$ cat config.mk
export PLATFORM = sky130hd
export DESIGN_NAME = combined_lcg_shuffle_random_unit
export DESIGN_NICKNAME = d
export VERILOG_FILES = /design/src/rtl/clsr_pkg.sv /design/src/rtl/combined_lcg_shuffle_random_unit.sv
export SDC_FILE = /design/constraint.sdc
export NUM_CORES = 2
export LEC_CHECK = 0
export BUFFER_PORTS_ARGS = -buffer_cell sky130_fd_sc_hd__clkbuf_2
export CORE_ASPECT_RATIO = 1.75
export CORE_MARGIN = 2
export CORE_UTILIZATION = 32
export DETAILED_ROUTE_END_ITERATION = 10
export PLACE_DENSITY = 0.48
export SLEW_MARGIN = 20
export SYNTH_ARGS = -nofsm -noshare
export SYNTH_HDL_FRONTEND = slang
export SYNTH_SLANG_ARGS = --single-unit
$ cat constraint.sdc
create_clock -name clk -period 9.54 [get_ports clk]
set_clock_uncertainty 0.2 [all_clocks]
set_input_delay 1.431 -clock clk [delete_from_list [all_inputs] [get_ports clk]]
set_output_delay 1.431 -clock clk [all_outputs]
set_load 0.02 [all_outputs]
$ cat src/rtl/clsr_pkg.sv
// Package with constants, types and modular helpers for the combined LCG shuffle generator.
package clsr_pkg;

  localparam int unsigned TABLE_DEPTH = 32;
  localparam int unsigned IDX_W       = $clog2(TABLE_DEPTH);
  localparam int unsigned WARM_STEPS  = TABLE_DEPTH + 8;
  localparam int unsigned CNT_W       = $clog2(WARM_STEPS);

  localparam logic [30:0] MOD_A        = 31'd2147483563;
  localparam logic [30:0] MOD_B        = 31'd2147483399;
  localparam logic [30:0] MOD_A_LESS1  = 31'd2147483562;
  localparam logic [31:0] MOD_A_TWICE  = 32'd4294967126;
  localparam logic [15:0] MUL_A        = 16'd40014;
  localparam logic [15:0] MUL_B        = 16'd40692;
  // 2^31 is congruent to these values modulo the two moduli.
  localparam logic [7:0]  FOLD_A       = 8'd85;
  localparam logic [7:0]  FOLD_B       = 8'd249;
  localparam logic [31:0] SECOND_RESET = 32'd123456789;
  localparam logic [23:0] FRAC_MAX     = 24'd16777213;

  // The table index is last_combined divided by the bucket size, done as a
  // multiplication by a rounded-up reciprocal that is exact for 31-bit values.
  localparam logic [63:0] BUCKET_SIZE  = 64'd1 + 64'd2147483562 / 64'(TABLE_DEPTH);
  localparam int unsigned BUCKET_W     = $clog2(BUCKET_SIZE);
  localparam int unsigned IDX_SHIFT    = 31 + BUCKET_W;
  localparam logic [63:0] IDX_RECIP_FULL =
    ((64'd1 << IDX_SHIFT) + BUCKET_SIZE - 64'd1) / BUCKET_SIZE;
  localparam logic [31:0] IDX_RECIP    = IDX_RECIP_FULL[31:0];
  localparam int unsigned IDX_PROD_W   = 63;

  typedef enum logic [3:0] {
    ST_IDLE,
    ST_WARM_MUL,
    ST_WARM_FOLD,
    ST_IDX,
    ST_MUL,
    ST_FOLD,
    ST_COMB,
    ST_FRAC,
    ST_OUT
  } state_t;

  function automatic logic [47:0] mul_a(input logic [31:0] x);
    return 48'(x) * 48'(MUL_A);
  endfunction

  function automatic logic [47:0] mul_b(input logic [31:0] x);
    return 48'(x) * 48'(MUL_B);
  endfunction

  function automatic logic [30:0] fold_a(input logic [47:0] p);
    logic [31:0] s;
    s = 32'(p[47:31]) * 32'(FOLD_A) + 32'(p[30:0]);
    if (s >= {1'b0, MOD_A}) begin
      s = s - {1'b0, MOD_A};
    end
    return s[30:0];
  endfunction

  function automatic logic [30:0] fold_b(input logic [47:0] p);
    logic [31:0] s;
    s = 32'(p[47:31]) * 32'(FOLD_B) + 32'(p[30:0]);
    if (s >= {1'b0, MOD_B}) begin
      s = s - {1'b0, MOD_B};
    end
    return s[30:0];
  endfunction

endpackage

$ cat src/rtl/combined_lcg_shuffle_random_unit.sv
// Combined two-generator LCG random unit with a shuffle table held in a synchronous RAM.
//
// Input channel (in_*): each transaction carries the caller's signed 32-bit seed.
// A seed of zero or less reseeds the unit before the draw.
// Result channel (out_*): one transaction per input, carrying the advanced seed,
// the raw combined deviate and its Q0.24 fraction.
// An ordinary draw runs the chain multiply at acceptance, then the modular fold, the table
// read-modify-write, the fraction remainder and the fraction correction into the result
// register; the unit takes no new input until that result is loaded.
// A reseed first runs the 40 warm-up steps of the first generator (multiply, then fold),
// then forms the table index and multiplies before the ordinary steps.
// The next input is taken while a finished result still waits in the output
// register; a stalled receiver holds the unit only when a second result is ready.
// Reset loads the second generator with 123456789, clears the last combined
// value and marks every table entry as reading zero; no clearing pass is needed.
module combined_lcg_shuffle_random_unit
  import clsr_pkg::*;
(
  input  logic        clk,
  input  logic        rst_n,
  input  logic        in_tvalid,
  output logic        in_tready,
  input  logic [31:0] in_tdata,   // [31:0] seed_in
  output logic        out_tvalid,
  input  logic        out_tready,
  output logic [87:0] out_tdata   // [30:0] seed_out, [61:31] raw_value, [85:62] fraction_q24
);

  state_t state_r, state_nxt;

  logic [31:0]            x_r;
  logic [31:0]            y_r;
  logic [47:0]            prod_a_r;
  logic [47:0]            prod_b_r;
  logic [CNT_W-1:0]       cnt_r;
  logic [30:0]            lc_r;
  logic [IDX_PROD_W-1:0]  idx_prod_r;
  logic [31:0]            frac_rem_r;
  logic [TABLE_DEPTH-1:0] valid_r;
  logic [30:0]            rd_data_r;
  logic                   rd_vld_r;
  logic                   out_vld_r;
  logic [30:0]            out_seed_r;
  logic [30:0]            out_raw_r;
  logic [23:0]            out_frac_r;

  logic [30:0]            table_mem [TABLE_DEPTH];

  logic                   in_acc;
  logic                   reseed;
  logic [31:0]            seed_mag;
  logic [30:0]            x_fold;
  logic [30:0]            y_fold;
  logic [IDX_PROD_W-1:0]  idx_full;
  logic [IDX_W-1:0]       idx;
  logic [30:0]            entry;
  logic signed [32:0]     diff;
  logic signed [32:0]     diff_wrap;
  logic [30:0]            comb_val;
  logic [31:0]            frac_rem;
  logic [24:0]            frac_q;
  logic [23:0]            frac_val;
  logic                   mem_rd_en;
  logic                   mem_wr_en;
  logic [IDX_W-1:0]       mem_wr_addr;
  logic [30:0]            mem_wr_data;
  logic                   out_load;

  assign in_acc   = in_tvalid && in_tready;
  assign reseed   = (in_tdata == 32'd0) || in_tdata[31];
  assign seed_mag = (in_tdata == 32'd0) ? 32'd1 : (32'd0 - in_tdata);

  assign x_fold = fold_a(prod_a_r);
  assign y_fold = fold_b(prod_b_r);

  assign idx_full = idx_prod_r >> IDX_SHIFT;
  assign idx = (idx_full > IDX_PROD_W'(TABLE_DEPTH - 1)) ? IDX_W'(TABLE_DEPTH - 1)
                                                        : idx_full[IDX_W-1:0];

  assign entry     = rd_vld_r ? rd_data_r : 31'd0;
  assign diff      = $signed({2'b00, entry}) - $signed({1'b0, y_r});
  assign diff_wrap = diff + $signed({2'b00, MOD_A_LESS1});
  assign comb_val  = (diff < 33'sd1) ? diff_wrap[30:0] : diff[30:0];

  // Remainder of lc*2^24 against the modulus after taking lc>>7 as the quotient.
  assign frac_rem = {1'b0, lc_r[6:0], 24'd0} + 32'(lc_r[30:7]) * 32'(FOLD_A);
  assign frac_q   = {1'b0, lc_r[30:7]}
                  + 25'(frac_rem_r >= {1'b0, MOD_A})
                  + 25'(frac_rem_r >= MOD_A_TWICE);
  assign frac_val = (frac_q > {1'b0, FRAC_MAX}) ? FRAC_MAX : frac_q[23:0];

  // Reads and writes of the table fall in different states, so an entry is
  // never read in the cycle it is written.
  always_comb begin
    state_nxt   = state_r;
    in_tready   = 1'b0;
    mem_rd_en   = 1'b0;
    mem_wr_en   = 1'b0;
    mem_wr_addr = idx;
    mem_wr_data = x_r[30:0];
    out_load    = 1'b0;
    unique case (state_r)
      ST_IDLE: begin
        in_tready = 1'b1;
        if (in_tvalid) begin
          if (reseed) begin
            state_nxt = ST_WARM_MUL;
          end else begin
            mem_rd_en = 1'b1;
            state_nxt = ST_FOLD;
          end
        end
      end
      ST_WARM_MUL: begin
        state_nxt = ST_WARM_FOLD;
      end
      ST_WARM_FOLD: begin
        mem_wr_addr = cnt_r[IDX_W-1:0];
        mem_wr_data = x_fold;
        mem_wr_en   = (cnt_r < CNT_W'(TABLE_DEPTH));
        state_nxt   = (cnt_r == '0) ? ST_IDX : ST_WARM_MUL;
      end
      ST_IDX: begin
        state_nxt = ST_MUL;
      end
      ST_MUL: begin
        mem_rd_en = 1'b1;
        state_nxt = ST_FOLD;
      end
      ST_FOLD: begin
        state_nxt = ST_COMB;
      end
      ST_COMB: begin
        mem_wr_en = 1'b1;
        state_nxt = ST_FRAC;
      end
      ST_FRAC: begin
        state_nxt = ST_OUT;
      end
      ST_OUT: begin
        if (!out_vld_r || out_tready) begin
          out_load  = 1'b1;
          state_nxt = ST_IDLE;
        end
      end
      default: begin
        state_nxt = ST_IDLE;
      end
    endcase
  end

  always_ff @(posedge clk) begin
    if (!rst_n) begin
      state_r <= ST_IDLE;
    end else begin
      state_r <= state_nxt;
    end
  end

  always_ff @(posedge clk) begin
    if (!rst_n) begin
      y_r        <= SECOND_RESET;
      lc_r       <= '0;
      idx_prod_r <= '0;
      valid_r    <= '0;
      out_vld_r  <= 1'b0;
    end else begin
      if (mem_wr_en) begin
        valid_r[mem_wr_addr] <= 1'b1;
      end
      if (out_load) begin
        out_vld_r <= 1'b1;
      end else if (out_tready) begin
        out_vld_r <= 1'b0;
      end
      unique case (state_r)
        ST_IDLE: begin
          if (in_acc && reseed) begin
            y_r <= seed_mag;
          end
        end
        ST_WARM_FOLD: begin
          if (cnt_r == '0) begin
            lc_r <= x_fold;
          end
        end
        ST_IDX: begin
          idx_prod_r <= IDX_PROD_W'(lc_r) * IDX_PROD_W'(IDX_RECIP);
        end
        ST_FOLD: begin
          y_r <= {1'b0, y_fold};
        end
        ST_COMB: begin
          lc_r <= comb_val;
        end
        ST_FRAC: begin
          idx_prod_r <= IDX_PROD_W'(lc_r) * IDX_PROD_W'(IDX_RECIP);
        end
        default: begin
        end
      endcase
    end
  end

  always_ff @(posedge clk) begin
    unique case (state_r)
      ST_IDLE: begin
        if (in_acc) begin
          if (reseed) begin
            x_r   <= seed_mag;
            cnt_r <= CNT_W'(WARM_STEPS - 1);
          end else begin
            prod_a_r <= mul_a({1'b0, in_tdata[30:0]});
            prod_b_r <= mul_b(y_r);
          end
        end
      end
      ST_WARM_MUL: begin
        prod_a_r <= mul_a(x_r);
      end
      ST_WARM_FOLD: begin
        x_r   <= {1'b0, x_fold};
        cnt_r <= cnt_r - CNT_W'(1);
      end
      ST_MUL: begin
        prod_a_r <= mul_a(x_r);
        prod_b_r <= mul_b(y_r);
      end
      ST_FOLD: begin
        x_r <= {1'b0, x_fold};
      end
      ST_FRAC: begin
        frac_rem_r <= frac_rem;
      end
      default: begin
      end
    endcase
    if (mem_rd_en) begin
      rd_vld_r <= valid_r[idx];
    end
    if (out_load) begin
      out_seed_r <= x_r[30:0];
      out_raw_r  <= lc_r;
      out_frac_r <= frac_val;
    end
  end

  always_ff @(posedge clk) begin
    if (mem_rd_en) begin
      rd_data_r <= table_mem[idx];
    end
    if (mem_wr_en) begin
      table_mem[mem_wr_addr] <= mem_wr_data;
    end
  end

  assign out_tvalid = out_vld_r;
  assign out_tdata  = {2'b00, out_frac_r, out_raw_r, out_seed_r};

`ifndef SYNTHESIS
  a_raw_range: assert property (@(posedge clk) disable iff (!rst_n)
    out_tvalid |-> (out_tdata[61:31] != 31'd0) && (out_tdata[61:31] < MOD_A))
    else $error("raw value out of range");

  a_frac_max: assert property (@(posedge clk) disable iff (!rst_n)
    out_tvalid |-> (out_tdata[85:62] <= FRAC_MAX))
    else $error("fraction above clamp");

  a_seed_range: assert property (@(posedge clk) disable iff (!rst_n)
    out_tvalid |-> (out_tdata[30:0] < MOD_A))
    else $error("seed not reduced");

  a_draw_start: assert property (@(posedge clk) disable iff (!rst_n)
    (in_tvalid && in_tready && !reseed) |=> (state_r == ST_FOLD))
    else $error("ordinary draw did not start");
`endif

endmodule

==> flow_summary.json <==
{
  "finalSetupViolCount": 0,
  "hold_path.class": "reg2reg",
  "yosys-top-cells-area": "edfxtp_1 (41%), fa_1 (14%), ha_1 (12%)",
  "crit_required_ps": 9810,
  "final_common_cell": "edfxtp_1",
  "wirelength_um": 309000,
  "cts_setup_buffers": 0,
  "hold_buffers": 0,
  "critPathCapture": "table_mem[21][1]$_DFFE_PP_",
  "die_x_um": 411,
  "num_rows": 261,
  "dp_hpwl_um": 230000,
  "numPortBuffers": 123,
  "grt_antenna_before_repair": 20,
  "ant_nets": 0,
  "r2r_cells": 18,
  "fin_crit_ps": 8110,
  "ys_async_sr_fraction_pct": 0,
  "cp-end-kind": "flip-flop",
  "ys.flop_type": "edfxtp_1",
  "start_util_pct": 32.1,
  "status": "completed",
  "path_clk_slew_ps": 60,
  "rsz0062_at_grt": "false",
  "start_kind": "flip-flop",
  "syn_inst": 7319,
  "relSlewSlack_pct": 24.9,
  "gr-total-overflow": 0,
  "grt_pass1_vias": 62800,
  "ys_ff_latch": 1379,
  "drtPass1Iterations": 5,
  "max_cap_violations": 0,
  "die-area_sq_um": 294000,
  "wl_per_cell_um": 27.1,
  "reg2reg_from": "prod_a_r[32]$_DFFE_PP_",
  "worst_slew_pin_slew_ps": 1120,
  "synth_warnings": 0,
  "insertion_delay_ps": 830,
  "core_area_sq_um": 288000,
  "rrSetupSlack_ps": 1430,
  "final_hold_viol_count": 0,
  "period_share_pct": 85.0,
  "yosys.area.top_type": "edfxtp_1",
  "grt_usage_pct": 20.9,
  "path_max_fanout": 32,
  "cts_buffers": 140,
  "dr_total_vias": 59100,
  "r2r_end": "table_mem[21][1]$_DFFE_PP_",
  "drc": 0,
  "slew_viol_final": 0,
  "critPathKind": "reg2reg",
  "synth_top_area_share_pct": 41.3,
  "io_pins": 126,
  "layout_common_cells": "edfxtp_1 (1,273), ha_1 (882), inv_1 (857)",
  "final_layout_size_suffix_gt1_share_pct": 12.4,
  "place.gp.congestion": 0.903,
  "crit_arrival_ps": 8380,
  "multi_input_area_sq_um": 48700,
  "die_h_um": 715,
  "max_clock_freq_ghz": 0.123,
  "fillers": 28100,
  "cts-root-buf": "clkbuf_16",
  "drtIter0Drc": 4206,
  "synthDistinctLibCells": 91,
  "areaGrowthSynthToFinish_pct": 11.6,
  "seqCellArea_sq_um": 40400,
  "synth_edf_count": 1273,
  "grt_pass1_wl_um": 444000,
  "setup-tns-final_ps": 0,
  "ys_seq_area_share_pct": 43.6,
  "clock_sinks": 1379,
  "syn_area_sq_um": 92500,
  "crit_path_start": "prod_a_r[32]$_DFFE_PP_",
  "ctsResizeCount": 0,
  "cts_tree": "yes",
  "clockBufferDepth": 4,
  "viasPerCell": 5.18,
  "syn_avg_cell_area_sq_um": 12.6,
  "grt_start_max_net_pins": 135,
  "cts_max_level": 4,
  "nets": 9061
}
## synth_stat cells (90+ instances only)
cell type / number
a21oi_1: 280
fa_1: 647
nor2_1: 370
mux2_2: 174
edfxtp_1: 1273
ha_1: 882
xnor2_1: 217
a21o_1: 126
inv_1: 858
nand2_1: 430
mux2i_1: 147
xor2_1: 102
mux4_2: 192
dfxtp_1: 106
clkbuf_1: 193
nand3_1: 90
o21ai_0: 376
## registers in the layout (all words and copies together), names as in the netlist, 4 cells and up
name,flops
prod_a_r,47
frac_rem_r,32
rd_data_r,31
valid_r,32
out_frac_r,24
lc_r,31
x_r,32
idx_prod_r,6
table_mem,992
cnt_r,6
out_seed_r,31
state_r,4
out_raw_r,31
prod_b_r,46
y_r,32
## worst max-delay path: stages (launching register included)
cell and delay, ps:
edfxtp_1 540, ha_1 410, inv_1 70, fa_1 500, fa_1 480, fa_1 520, inv_1 40, ha_1 400
o211ai_1 150, o211ai_1 490, nand2_1 170, xnor2_1 380, o2111ai_1 310, or4_1 630, nor3_1 270, and3_1 650
nor2_1 290, mux2i_1 380, o21ai_4 850
## cells by family after synthesis
group	synth area share (%)
compound gates	7.97
xor+xnor	3.02
fa+ha+maj	25.9
buf+inv	4.39
flops	43.6
mux	8.38
other cells	0.00405
simple gates	6.72
## metrics by stage
| stage | util [%] | instance area (sq um) | hold slack, ps | std cells | setup slack (ps) |
|---|---|---|---|---|---|
| finish | 35.8 | 103000 | 272 | 11400 | 1430 |
| global route | 35.8 | 103000 | 295 | 11400 | 1070 |
| CTS | 35.8 | 103000 | 274 | 11400 | 1440 |
| detailed placement | 34.2 | 98700 | 257 | 11200 | 1010 |
| global placement | 34.2 | 98700 | 243 | 11200 | 947 |
| floorplan | - | 92500 | 235 | 7320 | 1480 |
## metal layers
| metal | vias to the layer above | global-route usage, % | routed length [um] |
|---|---|---|---|
| met5 | - | 0 | 83 |
| met4 | 12 | 9.55 | 16000 |
| met3 | 489 | 2.14 | 11200 |
| met2 | 1416 | 39.6 | 167000 |
| met1 | 30600 | 23.4 | 115000 |
| li1 | 26600 | - | - |
## worst min-delay path by stage
stage,startpoint,depth (start not counted),to
after CTS,valid_r[21]$_SDFFE_PN0P_,2,valid_r[21]$_SDFFE_PN0P_
final,valid_r[7]$_SDFFE_PN0P_,2,valid_r[7]$_SDFFE_PN0P_
after global placement,valid_r[13]$_SDFFE_PN0P_,2,valid_r[13]$_SDFFE_PN0P_
after detailed placement,valid_r[21]$_SDFFE_PN0P_,2,valid_r[21]$_SDFFE_PN0P_
after floorplan,valid_r[13]$_SDFFE_PN0P_,2,valid_r[13]$_SDFFE_PN0P_
after global routing,valid_r[18]$_SDFFE_PN0P_,2,valid_r[18]$_SDFFE_PN0P_
## cell type report
class	instances	share of cell area, %
Antenna cell	10	0.0242
Multi-Input combinational cell	4862	47.1
Timing Repair Buffer	255	1.62
Clock buffer	160	3.55
Inverter	858	3.12
Clock inverter	77	0.834
Tap cell	3813	4.62
Sequential cell	1379	39.1
Power is not shown: default switching activity piles up to over one toggle a cycle in this logic, so the estimate is an artifact.
